### config.mk
export PLATFORM = sky130hd
export DESIGN_NAME = printer_escape_sequence_parser_top
export DESIGN_NICKNAME = d
export VERILOG_FILES = /design/src/design/esp_pkg.sv /design/src/design/esp_parser.sv /design/src/design/esp_token_reg.sv /design/src/design/printer_escape_sequence_parser_top.sv
export SDC_FILE = /design/constraint.sdc
export NUM_CORES = 1
export LEC_CHECK = 0
export BUFFER_PORTS_ARGS = -buffer_cell sky130_fd_sc_hd__clkbuf_2
export CORE_UTILIZATION = 45
export DETAILED_ROUTE_END_ITERATION = 7
export REMOVE_ABC_BUFFERS = 1
export SETUP_SLACK_MARGIN = 0.1
export SKIP_LAST_GASP = 1
export SLEW_MARGIN = 10
export SYNTH_ARGS = -nofsm -noshare
export SYNTH_HDL_FRONTEND = slang
export SYNTH_SLANG_ARGS = --single-unit
### constraint.sdc
create_clock -name clk -period 10.6 [get_ports clk]
set_input_delay 2.12 -clock clk [delete_from_list [all_inputs] [get_ports clk]]
set_output_delay 2.12 -clock clk [all_outputs]
set_load 0.02 [all_outputs]
### src/design/esp_pkg.sv
// Shared types and constants for the printer escape sequence parser.
// No dependencies; used by every module of the block.
package esp_pkg;

  localparam int HEADER_BYTES = 20;
  localparam int PAGE_WIDTH   = 16;

  localparam logic [7:0]  ESC_BYTE   = 8'h1B;
  localparam logic [30:0] EXIT_VALUE = 31'd12345;
  localparam logic [30:0] MAG_MAX    = 31'h7FFF_FFFF;

  // token kinds
  localparam logic [2:0] TK_STRAY   = 3'd0;
  localparam logic [2:0] TK_ESCAPE  = 3'd1;
  localparam logic [2:0] TK_COMMAND = 3'd2;
  localparam logic [2:0] TK_PAYLOAD = 3'd3;
  localparam logic [2:0] TK_EXIT    = 3'd4;
  localparam logic [2:0] TK_ERROR   = 3'd5;

  // payload kinds
  localparam logic [1:0] PK_NONE   = 2'd0;
  localparam logic [1:0] PK_IMAGE  = 2'd1;
  localparam logic [1:0] PK_HEADER = 2'd2;
  localparam logic [1:0] PK_COLOR  = 2'd3;

  typedef struct packed {
    logic [2:0]         token_kind;
    logic [7:0]         byte_value;
    logic [7:0]         intro_char;
    logic [7:0]         group_char;
    logic [7:0]         terminator_char;
    logic signed [31:0] param_value;
    logic               value_given;
    logic [1:0]         payload_kind;
    logic               payload_last;
    logic [15:0]        page_number;
    logic [2:0]         plane_color;
  } token_t;

endpackage

### src/design/esp_parser.sv
// Parse state, parameter accumulation and page/plane tracking.
// One byte per step; token built combinationally. Depends on esp_pkg.
module esp_parser (
  input  logic          clk,
  input  logic          rst,
  input  logic          step,
  input  logic [7:0]    byte_in,
  output logic          has_result,
  output esp_pkg::token_t token
);
  import esp_pkg::*;

  localparam logic [2:0] ST_IDLE  = 3'd0;
  localparam logic [2:0] ST_ESC   = 3'd1;
  localparam logic [2:0] ST_INTRO = 3'd2;
  localparam logic [2:0] ST_VALUE = 3'd3;
  localparam logic [2:0] ST_DATA  = 3'd4;

  localparam logic [7:0] CH_0       = 8'h30;
  localparam logic [7:0] CH_9       = 8'h39;
  localparam logic [7:0] CH_A       = 8'h41;
  localparam logic [7:0] CH_Z       = 8'h5A;
  localparam logic [7:0] CH_PLUS    = 8'h2B;
  localparam logic [7:0] CH_MINUS   = 8'h2D;
  localparam logic [7:0] CH_PERCENT = 8'h25;
  localparam logic [7:0] CH_STAR    = 8'h2A;
  localparam logic [7:0] CH_X       = 8'h58;
  localparam logic [7:0] CH_U       = 8'h55;
  localparam logic [7:0] CH_W       = 8'h57;
  localparam logic [7:0] CH_V       = 8'h56;
  localparam logic [7:0] CH_LC_R    = 8'h72;
  localparam logic [7:0] CH_LC_B    = 8'h62;
  localparam logic [7:0] CH_LC_G    = 8'h67;

  logic [2:0]            parse_state, parse_state_next;
  logic [7:0]            intro_reg, intro_reg_next;
  logic [7:0]            group_reg, group_reg_next;
  logic [30:0]           magnitude, magnitude_next;
  logic                  negative_flag, negative_flag_next;
  logic                  digits_seen, digits_seen_next;
  logic [30:0]           bytes_remaining, bytes_remaining_next;
  logic [1:0]            current_payload_kind, current_payload_kind_next;
  logic [PAGE_WIDTH-1:0] page_counter, page_counter_next;
  logic [2:0]            plane_counter, plane_counter_next;
  logic [2:0]            planes_per_page, planes_per_page_next;

  logic        is_cap;
  logic        is_digit;
  logic [34:0] mag_times10;
  logic [31:0] param_signed;
  logic        positive;
  logic [1:0]  start_kind;
  logic [30:0] start_len;

  assign is_cap   = (byte_in >= CH_A) && (byte_in <= CH_Z);
  assign is_digit = (byte_in >= CH_0) && (byte_in <= CH_9);
  // m*10 + d as shift-adds
  assign mag_times10 = {1'b0, magnitude, 3'b000} + {3'b000, magnitude, 1'b0}
                       + {31'd0, 4'(byte_in - CH_0)};
  assign param_signed = negative_flag ? (32'd0 - {1'b0, magnitude}) : {1'b0, magnitude};
  assign positive     = !negative_flag && (magnitude != '0);

  always_comb begin
    parse_state_next          = parse_state;
    intro_reg_next            = intro_reg;
    group_reg_next            = group_reg;
    magnitude_next            = magnitude;
    negative_flag_next        = negative_flag;
    digits_seen_next          = digits_seen;
    bytes_remaining_next      = bytes_remaining;
    current_payload_kind_next = current_payload_kind;
    page_counter_next         = page_counter;
    plane_counter_next        = plane_counter;
    planes_per_page_next      = planes_per_page;
    has_result                = 1'b0;
    token                     = '0;
    start_kind                = PK_NONE;
    start_len                 = magnitude;

    unique case (parse_state)
      ST_ESC: begin
        if (is_cap) begin
          parse_state_next = ST_IDLE;
          has_result       = 1'b1;
          token.token_kind = TK_ESCAPE;
          token.byte_value = byte_in;
        end else begin
          intro_reg_next   = byte_in;
          parse_state_next = ST_INTRO;
        end
      end
      ST_INTRO: begin
        if (is_cap) begin
          parse_state_next = ST_IDLE;
          has_result       = 1'b1;
          token.token_kind = TK_ERROR;
          token.byte_value = byte_in;
        end else begin
          group_reg_next     = byte_in;
          magnitude_next     = '0;
          negative_flag_next = 1'b0;
          digits_seen_next   = 1'b0;
          parse_state_next   = ST_VALUE;
        end
      end
      ST_VALUE: begin
        if (is_digit) begin
          magnitude_next   = (mag_times10 > {4'd0, MAG_MAX}) ? MAG_MAX
                                                               : mag_times10[30:0];
          digits_seen_next = 1'b1;
        end else if (byte_in == CH_MINUS) begin
          negative_flag_next = 1'b1;
        end else if (byte_in == CH_PLUS) begin
          negative_flag_next = 1'b0;
        end else if (!is_cap) begin
          parse_state_next = ST_IDLE;
          has_result       = 1'b1;
          token.token_kind = TK_ERROR;
          token.byte_value = byte_in;
        end else begin
          parse_state_next = ST_IDLE;
          has_result       = 1'b1;
          token.token_kind = TK_COMMAND;
          if (intro_reg == CH_PERCENT && byte_in == CH_X && !negative_flag &&
              magnitude == EXIT_VALUE) begin
            token.token_kind = TK_EXIT;
          end else if (intro_reg == CH_STAR && group_reg == CH_LC_R && byte_in == CH_U) begin
            planes_per_page_next = param_signed[2:0];
          end else if (intro_reg == CH_STAR && group_reg == CH_LC_R && byte_in == CH_A) begin
            page_counter_next  = page_counter + PAGE_WIDTH'(1);
            plane_counter_next = '0;
          end else if (intro_reg == CH_STAR && group_reg == CH_LC_B && byte_in == CH_W) begin
            if (positive) start_kind = PK_IMAGE;
          end else if (intro_reg == CH_STAR && group_reg == CH_LC_G && byte_in == CH_W) begin
            if (positive) start_kind = PK_COLOR;
          end else if (intro_reg == CH_STAR && group_reg == CH_LC_B && byte_in == CH_V) begin
            if (!negative_flag && magnitude == 31'(HEADER_BYTES)) begin
              if (plane_counter != 3'd7) plane_counter_next = plane_counter + 3'd1;
              start_kind = PK_HEADER;
              start_len  = 31'(HEADER_BYTES);
            end else if (positive) begin
              start_kind = PK_IMAGE;
            end
          end
          if (start_kind != PK_NONE) begin
            current_payload_kind_next = start_kind;
            bytes_remaining_next      = start_len;
            parse_state_next          = ST_DATA;
          end
          token.intro_char      = intro_reg;
          token.group_char      = group_reg;
          token.terminator_char = byte_in;
          token.param_value     = param_signed;
          token.value_given     = digits_seen;
          token.payload_kind    = start_kind;
        end
      end
      ST_DATA: begin
        has_result         = 1'b1;
        token.token_kind   = TK_PAYLOAD;
        token.byte_value   = byte_in;
        token.payload_kind = current_payload_kind;
        if (bytes_remaining <= 31'd1) begin
          token.payload_last   = 1'b1;
          bytes_remaining_next = '0;
          parse_state_next     = ST_IDLE;
        end else begin
          bytes_remaining_next = bytes_remaining - 31'd1;
        end
      end
      default: begin // idle, and any unused code
        if (byte_in == ESC_BYTE) begin
          parse_state_next = ST_ESC;
        end else begin
          parse_state_next = ST_IDLE;
          has_result       = 1'b1;
          token.token_kind = TK_STRAY;
          token.byte_value = byte_in;
        end
      end
    endcase

    // status fields reflect state after this byte
    token.page_number = 16'(page_counter_next);
    if (planes_per_page_next == 3'd4 && plane_counter_next >= 3'd1 &&
        plane_counter_next <= 3'd4) begin
      token.plane_color = plane_counter_next - 3'd1;
    end else if (planes_per_page_next == 3'd1) begin
      token.plane_color = 3'd3;
    end else begin
      token.plane_color = 3'd4;
    end
  end

  always_ff @(posedge clk) begin
    if (rst) begin
      parse_state          <= ST_IDLE;
      intro_reg            <= '0;
      group_reg            <= '0;
      magnitude            <= '0;
      negative_flag        <= 1'b0;
      digits_seen          <= 1'b0;
      bytes_remaining      <= '0;
      current_payload_kind <= PK_NONE;
      page_counter         <= '0;
      plane_counter        <= '0;
      planes_per_page      <= '0;
    end else if (step) begin
      parse_state          <= parse_state_next;
      intro_reg            <= intro_reg_next;
      group_reg            <= group_reg_next;
      magnitude            <= magnitude_next;
      negative_flag        <= negative_flag_next;
      digits_seen          <= digits_seen_next;
      bytes_remaining      <= bytes_remaining_next;
      current_payload_kind <= current_payload_kind_next;
      page_counter         <= page_counter_next;
      plane_counter        <= plane_counter_next;
      planes_per_page      <= planes_per_page_next;
    end
  end

endmodule

### src/design/esp_token_reg.sv
// Output register for tokens with valid/ready handshake.
// Depends on esp_pkg for the token struct.
module esp_token_reg (
  input  logic            clk,
  input  logic            rst,
  input  logic            load,
  input  esp_pkg::token_t token_in,
  input  logic            out_ready,
  output logic            out_valid,
  output esp_pkg::token_t token_q
);
  import esp_pkg::*;

  always_ff @(posedge clk) begin
    if (rst) begin
      out_valid <= 1'b0;
    end else if (load) begin
      out_valid <= 1'b1;
    end else if (out_ready) begin
      out_valid <= 1'b0;
    end
  end

  always_ff @(posedge clk) begin
    if (load) begin
      token_q <= token_in;
    end
  end

endmodule

### src/design/printer_escape_sequence_parser_top.sv
// Top level of the printer escape sequence parser.
// Depends on esp_pkg, esp_parser and esp_token_reg.
//
// Byte-stream parser for printer escape sequences: ESC plus a capital, or
// ESC, intro, group, optional sign, digits and a capital terminator. Each
// finished command, stray byte or syntax error leaves as one token; image
// data (*b#W, *b#V), the plane header (*b20V) and colour blocks (*g#W) pass
// their bytes through as payload tokens, last one flagged. Bytes that only
// advance the parse (ESC, intro, group, digits, sign) produce no token.
// Throughput is one byte per clock while tokens are drained: an input
// register holds the byte, the parser updates combinationally, and a
// token register sits on the output, so a token passes through the input
// register and then the token register; a stalled output holds it back.
// The input register keeps taking bytes while a token waits in the output
// register, as long as those bytes produce no token themselves.
module printer_escape_sequence_parser_top (
  input  logic               clk,
  input  logic               rst,
  input  logic               in_valid,
  output logic               in_ready,
  input  logic [7:0]         byte_in,
  output logic               out_valid,
  input  logic               out_ready,
  output logic [2:0]         token_kind,
  output logic [7:0]         byte_value,
  output logic [7:0]         intro_char,
  output logic [7:0]         group_char,
  output logic [7:0]         terminator_char,
  output logic signed [31:0] param_value,
  output logic               value_given,
  output logic [1:0]         payload_kind,
  output logic               payload_last,
  output logic [15:0]        page_number,
  output logic [2:0]         plane_color
);
  import esp_pkg::*;

  // input register
  logic       in_full;
  logic [7:0] in_byte;

  logic   step_fire;
  logic   has_result;
  logic   out_room;
  token_t token_next;
  token_t token_q;

  // output can take a token this cycle if empty or being drained
  assign out_room  = !out_valid || out_ready;
  // a byte that makes no token never waits on the output side
  assign step_fire = in_full && (!has_result || out_room);
  assign in_ready  = !in_full || step_fire;

  always_ff @(posedge clk) begin
    if (rst) begin
      in_full <= 1'b0;
    end else if (in_ready) begin
      in_full <= in_valid;
    end
  end

  always_ff @(posedge clk) begin
    if (in_valid && in_ready) begin
      in_byte <= byte_in;
    end
  end

  esp_parser u_parser (
    .clk        (clk),
    .rst        (rst),
    .step       (step_fire),
    .byte_in    (in_byte),
    .has_result (has_result),
    .token      (token_next)
  );

  esp_token_reg u_token_reg (
    .clk       (clk),
    .rst       (rst),
    .load      (step_fire && has_result),
    .token_in  (token_next),
    .out_ready (out_ready),
    .out_valid (out_valid),
    .token_q   (token_q)
  );

  assign token_kind      = token_q.token_kind;
  assign byte_value      = token_q.byte_value;
  assign intro_char      = token_q.intro_char;
  assign group_char      = token_q.group_char;
  assign terminator_char = token_q.terminator_char;
  assign param_value     = token_q.param_value;
  assign value_given     = token_q.value_given;
  assign payload_kind    = token_q.payload_kind;
  assign payload_last    = token_q.payload_last;
  assign page_number     = token_q.page_number;
  assign plane_color     = token_q.plane_color;

  // a token is only produced when the output register has room
  assert property (@(posedge clk) disable iff (rst)
    step_fire && has_result |-> out_room)
    else $error("token produced with no room in output register");

  // a held byte that is not consumed stays put
  assert property (@(posedge clk) disable iff (rst)
    in_full && !step_fire |=> in_full && $stable(in_byte))
    else $error("held input byte lost or changed");

  // payload bytes always carry a block kind
  assert property (@(posedge clk) disable iff (rst)
    out_valid && token_kind == TK_PAYLOAD |-> payload_kind != PK_NONE)
    else $error("payload token without payload kind");

  // only command and payload tokens carry a payload kind
  assert property (@(posedge clk) disable iff (rst)
    out_valid && token_kind != TK_COMMAND && token_kind != TK_PAYLOAD
      |-> payload_kind == PK_NONE && !payload_last)
    else $error("payload fields set on a non-payload token");

endmodule

==> impl_metrics.ini, run 1 <==
[timing]
setup_viol = 0
tightest_slew_ns = 1.02
hold_viol_final = 0
setup_tns_ns = 0
fin_ws_ns = 5.62
timing.final.crit_share_pct = 47.0
slew_violations = 0
rsz0062_at_grt = no
slew_headroom_pct = 31.6
period_minus_slack_ns = 4.98
fin_skew_ns = 0.0170
timing.fmax_mhz = 201

[setup_path]
path_buf_inv = 1
startpoint = in_byte[1]
r2r_slack_ns = 6.21
cp-endpoint = in_ready
cp_cell_sequence = o21ai_0, a22o_1, and3_1, o21ai_0, and2_1, nand3_1, clkbuf_2
path_depth = 7
crit_family = compound AO/OA/AOI/OAI gates
slowest_stage = edfxtp_1
worstPathArrival_ns = 2.86
worstReg2RegEnd = u_token_reg.token_q[0]
cpMostUsedCell = o21ai_0
worstRegToRegCells = 14
required_ns = 8.48
cp-start-kind = flop
max_stage_delay_ns = 0.72
end_kind = output port
crit_type = flop to output port
reg2reg_from = in_byte[1]
worstPathMaxFanout = 17

[layout]
multiInputGateArea_mm2 = 0.00668
largest_register_ffs = 90
top_register = u_token_reg.token_q
drive_gt1_share_pct = 13.2
seq_area_mm2 = 0.00512
fill_cells = 2458
layout.nets = 1485
area_growth_syn_to_layout_pct = 13.6
largestRegisters = u_token_reg.token_q x90, u_parser.bytes_remaining x31, u_parser.magnitude x31
final_cell_area_mm2 = 0.0139
instances_no_fill = 1754
antennaDiodeCount = 0

[floorplan]
die_h_um = 167
pin_count = 104
fp.dieW_um = 167
dieArea_mm2 = 0.0278
initial_utilization_pct = 46.3
core_area_mm2 = 0.0264
rows = 59

[synth]
async_flop_share_pct = 0
synth_seq_area_share_pct = 42.0
synth_edf_count = 98
synthesis.area_mm2 = 0.0122
ys_ff_latch = 207
yosys_most_used_dff = dfxtp_1
synth.distinct_cells = 81
synth.avg_cell_area_um2 = 9.18
syn_inst = 1329
yosysWarningCount = 0

[pwr]
powerDensity_mw_per_mm2 = 133
combPwrFrac_pct = 3.8
p_sw_share_pct = 22.0
clkPwrFrac_pct = 49.6
peakVddDrop_mv = 0.0853
finalPower_mw = 1.85
power.net_switching_mw = 0.407
p_int_mw = 1.44
power_leakage_nw = 5.81
p_seq_share_pct = 46.7

[clocking]
hold_buffers = 0
clock_sinks = 207
cts-htree-levels = 1
cts.path.max_buffers = 3
insertion_delay_ns = 0.53
root_buffer = clkbuf_16
clkSlewWorstSetupHoldPaths_ns = 0.06
post_cts_resized = 0
numCtsBuffers = 24
post_cts_buffers = 0
cts_tree = built

[drt]
drt_iter0_markers = 731
vias = 10263
drc = 0
ant_nets = 0
post_drt_wl_per_cell_um = 18.4
via_per_inst = 5.85
firstDrtPassIters = 5
routed_wl_mm = 32.3

[place]
post_dp_cell_area_mm2 = 0.0130
hpwl_mm = 23.0
io_buffers = 103
dp_slack_ns = 5.62
place.gp.congestion = 0.891
place_inst = 1710

[grt]
grt_pass1_vias = 9797
antenna_found_initial = 0
grt_pass1_wl_mm = 52.5
grt_max_degree = 53
grt_overflow = 0
track_usage_pct = 23.2

[outcome]
run_status = completed

[min_path]
hold_class = flop to flop

[flow_run]
max-cap-violations = 0
[layer usage]
| metal | vias up | GRT usage [%] | wire, um |
|---|---|---|---|
| met5 | - | 0 | 0 |
| met4 | 0 | 5.80 | 671 |
| met3 | 54 | 3.75 | 1750 |
| met2 | 307 | 38.4 | 14900 |
| met1 | 4875 | 31.5 | 15000 |
| li1 | 5027 | - | - |
[synthesized netlist by cell type, drive strengths merged (38+ instances only)]
cell	count	area share [%]
nand2	102	3.1
clkbuf	62	1.9
a21oi	85	3.5
o21ai	63	2.6
nor3	51	2.1
nor2	156	4.8
dfxtp	109	18
ha	70	7.2
xor2	57	4.1
nand3	38	1.6
xnor2	38	2.7
edfxtp	98	24
[final cells by class]
class,count,share of cell area [%]
Clock inverter,14,1.60
Tap cell,335,3.02
Timing Repair Buffer,118,4.53
Clock buffer,30,4.79
Multi-Input combinational cell,1019,48.2
Sequential cell,207,37.0
Inverter,31,0.840
[cell families after synthesis]
logic type | after synthesis | synth area share, %
fa+ha+maj | 72 | 7.51
other cells | 1 | 0.0307
flops | 207 | 42.0
xor+xnor | 95 | 6.82
mux | 22 | 1.84
buf+inv | 104 | 3.47
compound gates | 303 | 16.8
simple gates | 525 | 21.6
[worst reg2reg max path, stage by stage (launching register included)]
cell and delay [ns]:
edfxtp_1 0.64, or4b_2 0.75, or4_1 0.45, nor4_1 0.41, a21o_1 0.36, nor3_1 0.12
mux2_2 0.31, inv_1 0.10, ha_1 0.15, inv_1 0.04, ha_1 0.19, nor4b_1 0.25
mux2_2 0.24, o311ai_0 0.15, nand2b_1 0.11
[power groups by stage]
| stage | Clock [mW] | Combinational (mW) | Sequential, mW |
|---|---|---|---|
| 6_report | 0.916 | 0.0696 | 0.862 |
| 5_1_grt | 0.964 | 0.0753 | 0.864 |
| 4_1_cts | 0.931 | 0.0701 | 0.862 |
| 3_5_place_dp | 0 | 0.0700 | 0.879 |
| 3_3_place_gp | 0 | 0.0697 | 0.879 |
| 2_1_floorplan | 0 | 0.0223 | 0.896 |
[how the worst min path moves through the flow]
stage                               from                   end  slack [ns]  cells after the start
floorplan           u_parser.digits_seen  u_parser.digits_seen        0.41                      2
global placement    u_parser.digits_seen  u_parser.digits_seen        0.44                      2
detailed placement  u_parser.digits_seen  u_parser.digits_seen        0.43                      2
CTS                 u_parser.digits_seen  u_parser.digits_seen        0.44                      2
global route        u_parser.digits_seen  u_parser.digits_seen        0.49                      2
finish              u_parser.digits_seen  u_parser.digits_seen        0.43                      2
[metrics by stage]
stage	utilization [%]	hold WS [ns]
floorplan	-	0.407
detailed placement	49.2	0.430
global route	52.6	0.488
global placement	49.2	0.440
finish	52.6	0.433
CTS	52.6	0.440
[cell usage in the layout (no fill, tap or decap), types with 25 or more instances in the layout]
cell / synthesis / final
a211o_1: 25 / 25
a21oi_1: 85 / 85
and2_1: 35 / 34
clkbuf_2: 0 / 102
dfxtp_1: 109 / 109
edfxtp_1: 98 / 98
ha_1: 70 / 70
inv_1: 31 / 31
nand2_1: 102 / 102
nand3_1: 38 / 38
nor2_1: 156 / 156
nor3_1: 51 / 51
o21ai_0: 62 / 62
xnor2_1: 38 / 38
xor2_1: 57 / 57
Note: power is estimated with default switching activity, not from simulation.
==> inputs of run 2 (changes only) <==
Settings changed: PLACE_DENSITY from default to 0.65.
Clock period 10.6 ns to 4.4 ns, I/O delays scaled along.
==> run 2 against run 1 <==
Global-route usage is 0.48 points higher. Register-to-register slack lost 5.9 ns. Count of clock-buffer cells in the layout decreased by 5. Utilization is 0.16 points higher. Clock skew is essentially flat. Largest cell class unchanged. Design area is 0.31% higher. Sequential power rose by 140%. Die area unchanged. Clock power up 100%. Routed wire length increased by 2.0%.
==> impl_metrics.ini, run 2 (same netlist as run 1, synthesis figures left out) <==
[clocking]
insertion_delay_ns = 0.52
clock_sinks = 207
clkSlewWorstSetupHoldPaths_ns = 0.06
numCtsBuffers = 23
cts-htree-levels = 1
root_buffer = clkbuf_16
cts.path.max_buffers = 3
cts_tree = built

[pwr]
power_leakage_nw = 5.83
peakVddDrop_mv = 0.219
powerDensity_mw_per_mm2 = 297

[layout]
final_common_cell = nor2_1
top_register = u_token_reg.token_q
area_growth_syn_to_layout_pct = 13.9
fill_cells = 2419
layout.cells.most_common_list = nor2_1, dfxtp_1, clkbuf_2
instances_no_fill = 1774
drive_gt1_share_pct = 14.5
largest_register_ffs = 90
multiInputGateArea_mm2 = 0.00669
largestRegisters = u_token_reg.token_q x90, u_parser.bytes_remaining x31, u_parser.magnitude x31
antennaDiodeCount = 0
seq_area_mm2 = 0.00512
layout.nets = 1506

[floorplan]
rows = 59
die_h_um = 167
pin_count = 104
core_area_mm2 = 0.0264
fp.dieW_um = 167
dieArea_mm2 = 0.0278
initial_utilization_pct = 46.3

[place]
dp_slack_ns = 0.253
hpwl_mm = 23.7
io_buffers = 103
place.gp.congestion = 0.941
place_inst = 1732

[timing]
tightest_slew_ns = 1.01
hold_viol_final = 0
timing.fmax_mhz = 245
fin_skew_ns = 0.0166
rsz0062_at_grt = yes
setup_viol = 0
slew_violations = 0
period_minus_slack_ns = 4.08
slew_headroom_pct = 32.1
timing.final.crit_share_pct = 92.8
fin_ws_ns = 0.316

[drt]
ant_nets = 0
vias = 10392
firstDrtPassIters = 5
drt_iter0_markers = 740
routed_wl_mm = 33.0
via_per_inst = 5.86
post_drt_wl_per_cell_um = 18.6
drc = 0

[flow_run]
max-cap-violations = 0

[setup_path]
end_kind = flop
worstPathMaxFanout = 8
crit_type = flop to flop
startpoint = u_parser.magnitude[23]
cp-start-kind = flop
reg2reg_from = u_parser.magnitude[23]
worstPathArrival_ns = 4.36
r2r_slack_ns = 0.32
required_ns = 4.68

[min_path]
hold_class = flop to flop
min_from = u_parser.digits_seen

[grt]
grt_pass1_vias = 9927
grt_max_degree = 49
track_usage_pct = 23.7
antenna_found_initial = 0
grt_overflow = 0
grt_pass1_wl_mm = 53.0

[outcome]
run_status = completed
==> run 2: cell types whose count changed in the layout (fill, tap and decap cells not counted), moves of 2 or more <==
cell | before | now
buf_12 | 0 | 2
clkbuf_8 | 4 | 0
bufinv_16 | 5 | 1
clkinvlp_4 | 1 | 8
buf_4 | 15 | 34
==> run 2: power breakdown <==
| group | internal (mW) | switching [mW] |
|---|---|---|
| clock | 1.03 | 0.833 |
| combinational | 0.0534 | 0.132 |
| sequential | 2.05 | 0.0180 |
| total | 3.14 | 0.983 |
==> run 2: final timing paths <==
kind                            depth (start not counted)                      to
worst max register to register                         13  u_token_reg.token_q[1]
worst min-delay path                                    2    u_parser.digits_seen
worst min register to register                          2    u_parser.digits_seen
worst max-delay path                                   13  u_token_reg.token_q[1]
==> run 2: stage by stage <==
| step | utilization (%) | hold WS (ns) | total power, mW | TNS, ns | cell area (um2) |
|---|---|---|---|---|---|
| after global placement | 49.9 | 0.415 | 2.30 | 0 | 13200 |
| after CTS | 52.7 | 0.434 | 4.17 | 0 | 13900 |
| final | 52.7 | 0.431 | 4.12 | 0 | 13900 |
| after floorplan | - | 0.407 | 2.21 | -85.58 | 11900 |
| after global routing | 52.7 | 0.477 | 4.27 | 0 | 13900 |
| after detailed placement | 49.9 | 0.424 | 2.30 | 0 | 13200 |
==> run 2: metal layers <==
layer,vias to the layer above,track usage [%],wire length (um)
met3,72,4.11,2080
met1,4926,31.7,14800
met2,345,38.3,15000
met4,0,8.66,1080
li1,5049,-,-
met5,-,0,0
==> run 2: final cells by class <==
| type | instances | area share, % |
|---|---|---|
| repair buffers | 140 | 5.91 |
| clock inverters | 17 | 1.04 |
| inverters | 31 | 0.837 |
| well taps | 335 | 3.02 |
| flip-flops and latches | 207 | 36.9 |
| clock buffers | 25 | 4.19 |
| multi-input cells | 1019 | 48.1 |
==> run 2: worst max-delay path, cell delays in order, from the launching register on <==
cell and delay (ns):
dfxtp_1 0.39, or4_4 0.56, or4_4 0.45, or3_1 0.46
or3_4 0.46, nor3_2 0.24, a22o_1 0.19, inv_1 0.09
ha_1 0.21, inv_1 0.05, ha_1 0.16, nor3_1 0.06
mux2_2 0.31, a31o_1 0.22
==> run 2: timing repair <==
item | in CTS | in global routing
buffers inserted | 0 | 0
resized for setup | 0 | 3
hold buffers | 0 | 0
setup endpoints to repair | 0 | 33
